`src/hdl/csvs_pkg.sv`:
```
// ----------------------------------------------------------------------------
// csvs_pkg
// types, codes and constants shared by the csv field splitter modules
// ----------------------------------------------------------------------------
package csvs_pkg;

    localparam int MAX_FIELD    = 4096;
    localparam int LEN_W        = 13;
    localparam int CNT_W        = 12;
    localparam int BYTE_W       = 8;
    localparam int MTDATA_W     = 24;

    localparam logic [LEN_W-1:0]  LEN_RESET   = LEN_W'(512);
    localparam logic [LEN_W-1:0]  LEN_MAX     = LEN_W'(MAX_FIELD);
    localparam logic [BYTE_W-1:0] CH_QUOTE    = 8'h22;
    localparam logic [BYTE_W-1:0] CH_COMMA    = 8'h2C;
    localparam logic [BYTE_W-1:0] CH_SPACE    = 8'h20;
    localparam logic [BYTE_W-1:0] CH_WS_LO    = 8'h09;
    localparam logic [BYTE_W-1:0] CH_WS_HI    = 8'h0D;

    localparam logic CMD_BYTE = 1'b0;
    localparam logic CMD_EOL  = 1'b1;

    typedef enum logic [1:0] {
        CLS_OTHER,
        CLS_WS,
        CLS_COMMA,
        CLS_QUOTE
    } cls_t;

    typedef enum logic [2:0] {
        MODE_START,
        MODE_PLAIN,
        MODE_QUOTED,
        MODE_QSEEN,
        MODE_AFTER
    } mode_t;

    typedef struct packed {
        logic              cmd;
        logic [BYTE_W-1:0] data;
        cls_t              cls;
    } item_t;

    typedef struct packed {
        logic              is_end;
        logic [BYTE_W-1:0] out_byte;
        logic [CNT_W-1:0]  trim;
        logic              extra;
        logic              unterm;
        logic              last;
    } result_t;

endpackage

```
`src/hdl/csv_quoted_field_splitter.sv`:
```
// ----------------------------------------------------------------------------
// csv_quoted_field_splitter
// splits a byte stream of csv lines into fields with quote handling
//
// channel   dir  handshake         payload
// s_*       in   tvalid/tready     tdata = line byte, tuser = end of line
// m_*       out  tvalid/tready     tdata = byte/trim/flags, tuser = field end,
//                                  tlast = last field of line
// cfg_*     in   cfg_we            cfg_wdata = max field length
//
// one input beat per cycle sustained while m_tready is high; a taken beat
// is classified and written into the queue, then popped and parsed, and any
// result goes into the output register. the parser state machine and
// counters update once per beat, which sets the rate. reset returns the
// parser to start of field and the limit to 511. a two-entry queue lets the
// input side keep taking beats while m_tready is low until the queue fills.
// ----------------------------------------------------------------------------
module csv_quoted_field_splitter
(
    input  logic                                clk,
    input  logic                                rst_n,
    input  logic                                cfg_we,
    input  logic [csvs_pkg::LEN_W-1:0]          cfg_wdata,
    input  logic                                s_tvalid,
    output logic                                s_tready,
    input  logic [csvs_pkg::BYTE_W-1:0]         s_tdata,   // data_byte
    input  logic                                s_tuser,   // cmd
    output logic                                m_tvalid,
    input  logic                                m_tready,
    output logic [csvs_pkg::MTDATA_W-1:0]       m_tdata,   // out_byte, trim_count, extra_chars, unterminated, zero pad
    output logic                                m_tuser,   // is_field_end
    output logic                                m_tlast    // last_in_line
);
    import csvs_pkg::*;

    logic    push;
    item_t   push_item;
    logic    q_full;
    logic    pop;
    logic    q_valid;
    item_t   pop_item;
    result_t out_res;

    csvs_front u_front
    (
        .s_tvalid  (s_tvalid),
        .s_tready  (s_tready),
        .s_tdata   (s_tdata),
        .s_tuser   (s_tuser),
        .push      (push),
        .push_item (push_item),
        .q_full    (q_full)
    );

    csvs_queue u_queue
    (
        .clk       (clk),
        .rst_n     (rst_n),
        .push      (push),
        .push_item (push_item),
        .q_full    (q_full),
        .pop       (pop),
        .q_valid   (q_valid),
        .pop_item  (pop_item)
    );

    csvs_back u_back
    (
        .clk       (clk),
        .rst_n     (rst_n),
        .cfg_we    (cfg_we),
        .cfg_wdata (cfg_wdata),
        .q_valid   (q_valid),
        .pop_item  (pop_item),
        .pop       (pop),
        .out_valid (m_tvalid),
        .out_ready (m_tready),
        .out_res   (out_res)
    );

    assign m_tdata = {2'b00, out_res.unterm, out_res.extra, out_res.trim, out_res.out_byte};
    assign m_tuser = out_res.is_end;
    assign m_tlast = out_res.last;

endmodule

```
`src/hdl/csvs_front.sv`:
```
// ----------------------------------------------------------------------------
// csvs_front
// takes input beats and tags each byte with its character class
// ----------------------------------------------------------------------------
module csvs_front
(
    input  logic                         s_tvalid,
    output logic                         s_tready,
    input  logic [csvs_pkg::BYTE_W-1:0]  s_tdata,
    input  logic                         s_tuser,
    output logic                         push,
    output csvs_pkg::item_t              push_item,
    input  logic                         q_full
);
    import csvs_pkg::*;

    cls_t cls;

    always_comb
    begin
        if (s_tdata == CH_COMMA)
            cls = CLS_COMMA;
        else if (s_tdata == CH_QUOTE)
            cls = CLS_QUOTE;
        else if (s_tdata == CH_SPACE || (s_tdata >= CH_WS_LO && s_tdata <= CH_WS_HI))
            cls = CLS_WS;
        else
            cls = CLS_OTHER;
    end

    assign s_tready       = !q_full;
    assign push           = s_tvalid && !q_full;
    assign push_item.cmd  = s_tuser;
    assign push_item.data = s_tdata;
    assign push_item.cls  = cls;

endmodule

```
`src/hdl/csvs_queue.sv`:
```
// ----------------------------------------------------------------------------
// csvs_queue
// two-entry queue of classified beats between front and back
// ----------------------------------------------------------------------------
module csvs_queue
(
    input  logic             clk,
    input  logic             rst_n,
    input  logic             push,
    input  csvs_pkg::item_t  push_item,
    output logic             q_full,
    input  logic             pop,
    output logic             q_valid,
    output csvs_pkg::item_t  pop_item
);
    import csvs_pkg::*;

    item_t       mem_reg [2];
    logic        wr_ptr_reg;
    logic        wr_ptr_next;
    logic        rd_ptr_reg;
    logic        rd_ptr_next;
    logic [1:0]  count_reg;
    logic [1:0]  count_next;

    always_comb
    begin
        wr_ptr_next = push ? !wr_ptr_reg : wr_ptr_reg;
        rd_ptr_next = pop ? !rd_ptr_reg : rd_ptr_reg;
        count_next  = count_reg + 2'(push) - 2'(pop);
    end

    always_ff @(posedge clk or negedge rst_n)
    begin
        if (!rst_n)
        begin
            wr_ptr_reg <= 1'b0;
            rd_ptr_reg <= 1'b0;
            count_reg  <= 2'd0;
        end
        else
        begin
            wr_ptr_reg <= wr_ptr_next;
            rd_ptr_reg <= rd_ptr_next;
            count_reg  <= count_next;
        end
    end

    always_ff @(posedge clk)
    begin
        if (push)
            mem_reg[wr_ptr_reg] <= push_item;
    end

    assign q_full   = count_reg[1];
    assign q_valid  = count_reg != 2'd0;
    assign pop_item = mem_reg[rd_ptr_reg];

endmodule

```
`src/hdl/csvs_back.sv`:
```
// ----------------------------------------------------------------------------
// csvs_back
// field parser state machine, byte counters and output register
// ----------------------------------------------------------------------------
module csvs_back
(
    input  logic                        clk,
    input  logic                        rst_n,
    input  logic                        cfg_we,
    input  logic [csvs_pkg::LEN_W-1:0]  cfg_wdata,
    input  logic                        q_valid,
    input  csvs_pkg::item_t             pop_item,
    output logic                        pop,
    output logic                        out_valid,
    input  logic                        out_ready,
    output csvs_pkg::result_t           out_res
);
    import csvs_pkg::*;

    mode_t             mode_reg;
    mode_t             mode_next;
    logic [CNT_W-1:0]  lim_reg;
    logic [CNT_W-1:0]  lim_next;
    logic [CNT_W-1:0]  raw_reg;
    logic [CNT_W-1:0]  raw_next;
    logic [CNT_W-1:0]  trail_reg;
    logic [CNT_W-1:0]  trail_next;
    logic              extra_reg;
    logic              extra_next;
    logic              valid_reg;
    logic              valid_next;
    result_t           res_reg;
    result_t           res_next;
    logic              emit;
    logic              in_lim;
    logic              is_ws;
    logic [CNT_W-1:0]  room;

    // emit limit = min(len, MAX_FIELD) - 1, or 0 for a zero length
    always_comb
    begin
        lim_next = lim_reg;
        if (cfg_we)
        begin
            if (cfg_wdata == '0)
                lim_next = '0;
            else if (cfg_wdata > LEN_MAX)
                lim_next = CNT_W'(LEN_MAX - 1'b1);
            else
                lim_next = CNT_W'(cfg_wdata - 1'b1);
        end
    end

    assign pop    = q_valid && (!valid_reg || out_ready);
    assign in_lim = raw_reg < lim_reg;
    assign is_ws  = pop_item.cls == CLS_WS;
    assign room   = lim_reg - raw_reg;

    always_comb
    begin
        mode_next  = mode_reg;
        raw_next   = raw_reg;
        trail_next = trail_reg;
        extra_next = extra_reg;
        emit       = 1'b0;
        res_next   = '0;

        if (pop_item.cmd == CMD_EOL)
        begin
            emit            = 1'b1;
            res_next.is_end = 1'b1;
            res_next.last   = 1'b1;
            unique case (mode_reg)
                MODE_PLAIN:  res_next.trim = trail_reg;
                MODE_QUOTED: res_next.unterm = 1'b1;
                MODE_QSEEN, MODE_AFTER: res_next.extra = extra_reg;
                default: ;
            endcase
        end
        else
        begin
            unique case (mode_reg)
                MODE_PLAIN:
                begin
                    if (pop_item.cls == CLS_COMMA)
                    begin
                        emit          = 1'b1;
                        res_next.is_end = 1'b1;
                        res_next.trim = trail_reg;
                    end
                    else if (in_lim)
                    begin
                        raw_next          = raw_reg + 1'b1;
                        trail_next        = is_ws ? trail_reg + 1'b1 : '0;
                        emit              = 1'b1;
                        res_next.out_byte = pop_item.data;
                    end
                end
                MODE_QUOTED:
                begin
                    if (pop_item.cls == CLS_QUOTE)
                        mode_next = MODE_QSEEN;
                    else if (in_lim)
                    begin
                        raw_next          = raw_reg + 1'b1;
                        emit              = 1'b1;
                        res_next.out_byte = pop_item.data;
                    end
                end
                MODE_QSEEN, MODE_AFTER:
                begin
                    if (mode_reg == MODE_QSEEN && pop_item.cls == CLS_QUOTE)
                    begin
                        mode_next         = MODE_QUOTED;
                        raw_next          = (room >= CNT_W'(2)) ? raw_reg + CNT_W'(2) : lim_reg;
                        emit              = in_lim;
                        res_next.out_byte = CH_QUOTE;
                    end
                    else
                    begin
                        mode_next = MODE_AFTER;
                        if (pop_item.cls == CLS_COMMA)
                        begin
                            emit           = 1'b1;
                            res_next.is_end = 1'b1;
                            res_next.extra = extra_reg;
                        end
                        else if (!is_ws)
                            extra_next = 1'b1;
                    end
                end
                default:
                begin
                    case (pop_item.cls)
                        CLS_WS: ;
                        CLS_COMMA:
                        begin
                            emit            = 1'b1;
                            res_next.is_end = 1'b1;
                        end
                        CLS_QUOTE: mode_next = MODE_QUOTED;
                        default:
                        begin
                            mode_next = MODE_PLAIN;
                            if (in_lim)
                            begin
                                raw_next          = raw_reg + 1'b1;
                                trail_next        = '0;
                                emit              = 1'b1;
                                res_next.out_byte = pop_item.data;
                            end
                        end
                    endcase
                end
            endcase
        end

        // every field end returns the field state to start
        if (emit && res_next.is_end)
        begin
            mode_next  = MODE_START;
            raw_next   = '0;
            trail_next = '0;
            extra_next = 1'b0;
        end

        valid_next = (pop && emit) ? 1'b1 : (out_ready ? 1'b0 : valid_reg);
    end

    always_ff @(posedge clk or negedge rst_n)
    begin
        if (!rst_n)
        begin
            mode_reg  <= MODE_START;
            lim_reg   <= CNT_W'(LEN_RESET - 1'b1);
            raw_reg   <= '0;
            trail_reg <= '0;
            extra_reg <= 1'b0;
            valid_reg <= 1'b0;
        end
        else
        begin
            lim_reg   <= lim_next;
            valid_reg <= valid_next;
            if (pop)
            begin
                mode_reg  <= mode_next;
                raw_reg   <= raw_next;
                trail_reg <= trail_next;
                extra_reg <= extra_next;
            end
        end
    end

    always_ff @(posedge clk)
    begin
        if (pop && emit)
            res_reg <= res_next;
    end

    assign out_valid = valid_reg;
    assign out_res   = res_reg;

endmodule

```
`config.mk`:
```
export PLATFORM = sky130hd
export DESIGN_NAME = csv_quoted_field_splitter
export DESIGN_NICKNAME = d
export VERILOG_FILES = /design/src/hdl/csvs_pkg.sv /design/src/hdl/csv_quoted_field_splitter.sv /design/src/hdl/csvs_front.sv /design/src/hdl/csvs_queue.sv /design/src/hdl/csvs_back.sv
export SDC_FILE = /design/constraint.sdc
export NUM_CORES = 1
export LEC_CHECK = 0
export BUFFER_PORTS_ARGS = -buffer_cell sky130_fd_sc_hd__buf_4
export CAP_MARGIN = 10
export CORE_MARGIN = 2
export CORE_UTILIZATION = 65
export DETAILED_ROUTE_END_ITERATION = 10
export PLACE_DENSITY = 0.86
export REMOVE_ABC_BUFFERS = 1
export SLEW_MARGIN = 20
export SYNTH_ARGS = -nofsm -noshare
export SYNTH_HDL_FRONTEND = slang
export SYNTH_HIERARCHICAL = 1
export SYNTH_SLANG_ARGS = --single-unit
```
`constraint.sdc`:
```
create_clock -name clk -period 5.1 [get_ports clk]
set_input_delay 0.51 -clock clk [delete_from_list [all_inputs] [get_ports clk]]
set_output_delay 0.51 -clock clk [all_outputs]
set_load 0.05 [all_outputs]
```
==> results by group <==
Run status
  • Outcome: completed

Critical path
  • Crit-path max FO: 16
  • CP Launch Type: register
  • R2R depth: 10
  • Flop2flop setup slack: 1.39 ns
  • CP required: ~5.4 ns
  • CP bufs+invs: 0
  • CP endpoint kind: register
  • Critical path's largest stage delay: about 0.75 ns
  • CP max-delay cell: dfrtp_1
  • Critical path, cell by cell: mux2_2 > ha_1 > xor2_1 > a221o_1 > a21oi_1 > a31o_2 > o21ai_1 > nor2_2 > nand2_1 > o21ai_0
  • Reg2Reg Launch Point: u_queue/rd_ptr_reg$_DFFE_PN0P_
  • Critical setup path kind: register to register
  • Critical Path AT: ~4 ns
  • RR Endpoint: u_back/trail_reg[5]$_DFFE_PN0P_
  • Crit-path leading delay family: compound AO/OA/AOI/OAI gates

Yosys
  • Largest cells by area after synthesis: edfxtp_1 (24%), dfrtp_1 (15%), ha_1 (4.9%)
  • Post-synth EDFFs: 46
  • Ys flop type: edfxtp_1
  • Yosys cell types: 78
  • FF+latch count, synth: 91
  • Seq/Total Area, Yosys: between 40% and 50%
  • Synthesized instance count: 608
  • Post-synth top cells: nor2_1 (48), nand2_1 (47), edfxtp_1 (46)
  • Synth top area share: 23.7%
  • Most common cell in the netlist: nor2_1
  • Syn avg cell area: around 9.6 um2
  • Post-synth ARST share: 49.5%
  • Cell Area, Synth: 0.00583 mm2
  • Ys Warns: 6
  • Yosys top cell by area: edfxtp_1

STA
  • Setup Viol. Count Final: 0
  • RSZ-0062 raised after global routing: no
  • Clock Skew: 0.0116 ns
  • Final Critical Period: around 3.7 ns
  • Fin. Hold Viols: 0
  • TNS Setup: 0 ns
  • Final period util: between 70 and 80%
  • Max-slew violations: 0
  • Rel. slew slack: 30.0%
  • Actual slew at the worst max-slew pin: 1.05 ns
  • F_max: around 0.27 GHz

Cells and area
  • # nets final: 690
  • Max reg flops: 24
  • Share of layout cells above drive strength 1: ~16%
  • Syn-to-layout area delta: 9.04%
  • ANT cells: 0

Route
  • Wirelength per Cell: 17.2 um
  • Vias: 4,712
  • # DRC: 0
  • Post-DRT Antenna Nets: 0
  • Iteration count of the initial detailed-routing pass: 5
  • Wire length reported by the detailed router: 12,900 um
  • 1st-iter DRT viols: 490
  • Vias per cell: 6.27

Floorplanning
  • Core Area: 0.00872 mm2
  • Die width: 98.7 um
  • # rows: 34
  • Initial core utilization: 66.8%
  • Die area: just under 0.01 mm2
  • Num ports: 55
  • Die Ht: 98.7 um

Clock network
  • Latest clock arrival within the worst-skew pair: 0.37 ns
  • CTS H-Tree Depth: 3
  • Hold_buf cts: 0
  • Post-CTS Setup Bufs: 0
  • Clk slew on worst S/H paths: 0.10 ns
  • Sink Count: 91
  • Resize count post-CTS: 0
  • Max Buffers Root-to-Sink: 2
  • Root Buffer: clkbuf_8
  • CTS buffer count: 9
  • CTS tree: yes

GRT
  • Pin count of the biggest net entering global routing: 46
  • Vias in the first global route: 4,489
  • Initial antenna violation count: 0
  • GR Overflow Total: 0
  • First-pass GRT wire length: 21,600 um
  • GR Util All Layers: 27.5%

Placed design
  • Port bufs: 52
  • Routability cong.: 0.957
  • Final HPWL from detailed placement: 9420 um

Worst hold path
  • Hold Path Class: input pin to asynchronous set/reset pin

Power
  • Tot Pwr: 2940 uW
  • LEAKAGE: 0.00260 uW
  • Maximum vdd drop: 0.000364 V
  • Power Density: 463 mW/mm2

Flow run
  • Max cap viols: 0
-- cells by family after synthesis --
| family | Yosys count | share of synthesized area [%] |
|---|---|---|
| AO/OA/AOI/OAI | 150 | 17.0 |
| XOR/XNOR | 22 | 3.56 |
| adder cells (fa/ha/maj) | 26 | 5.62 |
| buffers and inverters | 75 | 5.95 |
| flip-flops | 91 | 43.2 |
| multiplexers | 25 | 5.24 |
| other | 1 | 0.0643 |
| AND/OR/NAND/NOR | 218 | 19.3 |
-- final cells by class --
class / instances / area (um2)
multi-input cells: 443 / 2970
clock inverters: 7 / 62.6
well taps: 108 / 135
clock buffers: 9 / 124
repair buffers: 52 / 390
flip-flops and latches: 91 / 2520
fillers: 614 / 2360
inverters: 42 / 158
-- through the flow --
step | setup slack (ns) | hold slack, ns | util [%] | instances | instance area (um2)
2_1_floorplan | 1.99 | 0.214 | - | 576 | 5640
3_3_place_gp | 1.54 | 0.469 | 70.7 | 736 | 6170
3_5_place_dp | 1.43 | 0.481 | 70.7 | 736 | 6170
4_1_cts | 1.41 | 0.158 | 72.9 | 752 | 6360
5_1_grt | 1.05 | 0.166 | 72.9 | 752 | 6360
6_report | 1.39 | 0.129 | 72.9 | 752 | 6360
-- how the worst max path moves through the flow --
stage / startpoint / end / slack (ns) / depth (start not counted)
after floorplan: u_queue/rd_ptr_reg$_DFFE_PN0P_ / u_back/trail_reg[10]$_DFFE_PN0P_ / 1.99 / 9
after global placement: u_queue/rd_ptr_reg$_DFFE_PN0P_ / u_back/trail_reg[7]$_DFFE_PN0P_ / 1.54 / 10
after detailed placement: u_queue/rd_ptr_reg$_DFFE_PN0P_ / u_back/trail_reg[8]$_DFFE_PN0P_ / 1.43 / 10
after CTS: u_queue/rd_ptr_reg$_DFFE_PN0P_ / u_back/trail_reg[8]$_DFFE_PN0P_ / 1.41 / 10
after global routing: u_queue/rd_ptr_reg$_DFFE_PN0P_ / u_back/trail_reg[9]$_DFFE_PN0P_ / 1.05 / 11
final: u_queue/rd_ptr_reg$_DFFE_PN0P_ / u_back/trail_reg[5]$_DFFE_PN0P_ / 1.39 / 10
-- power breakdown --
| part | internal [uW] | total [uW] | switching (uW) |
|---|---|---|---|
| registers | 994 | 1100 | 110 |
| clock network | 185 | 465 | 281 |
| logic | 438 | 1370 | 933 |
| total | 1620 | 2940 | 1320 |
-- per-layer routing --
layer  GRT usage, %  share of wire, %
met2           44.7                47
met4           8.96               2.7
met3           5.32               7.0
met5              0                 0
met1           37.4                43
-- cell usage in the layout (no fill, tap or decap), types with 3 or more instances in the layout --
cell      count
mux2_4        9
nor3_1       15
dfrtp_1      36
nand2_1      47
nor4_1        8
dfstp_2       9
o211ai_1      8
o221ai_1      4
a21oi_1      32
a31oi_1      10
mux2_2        8
a21o_1        5
edfxtp_1     46
a221oi_1      3
nor2b_1       8
mux2i_1       8
buf_4        52
and2_1       21
nor3b_1       6
o21bai_1      3
xor2_1        8
inv_1        41
ha_1         23
o21a_1        3
o21ai_1       4
nor2_1       48
nand4_1       4
o31ai_1       5
clkbuf_8      9
nand3_1      23
a211oi_1      4
nand2b_1      9
o22ai_1       3
xnor2_1      13
and3_1       11
o21ai_0      44
-- worst reg2reg max path: cells and delay by family, from the launching register on --
family / cells / cell delay (ns)
compound gates: 5 / 1.39
mux: 1 / 0.45
simple gates: 2 / 0.48
fa+ha+maj: 1 / 0.36
flops: 1 / 0.75
xor+xnor: 1 / 0.20
(Power assumes the default switching activity.)
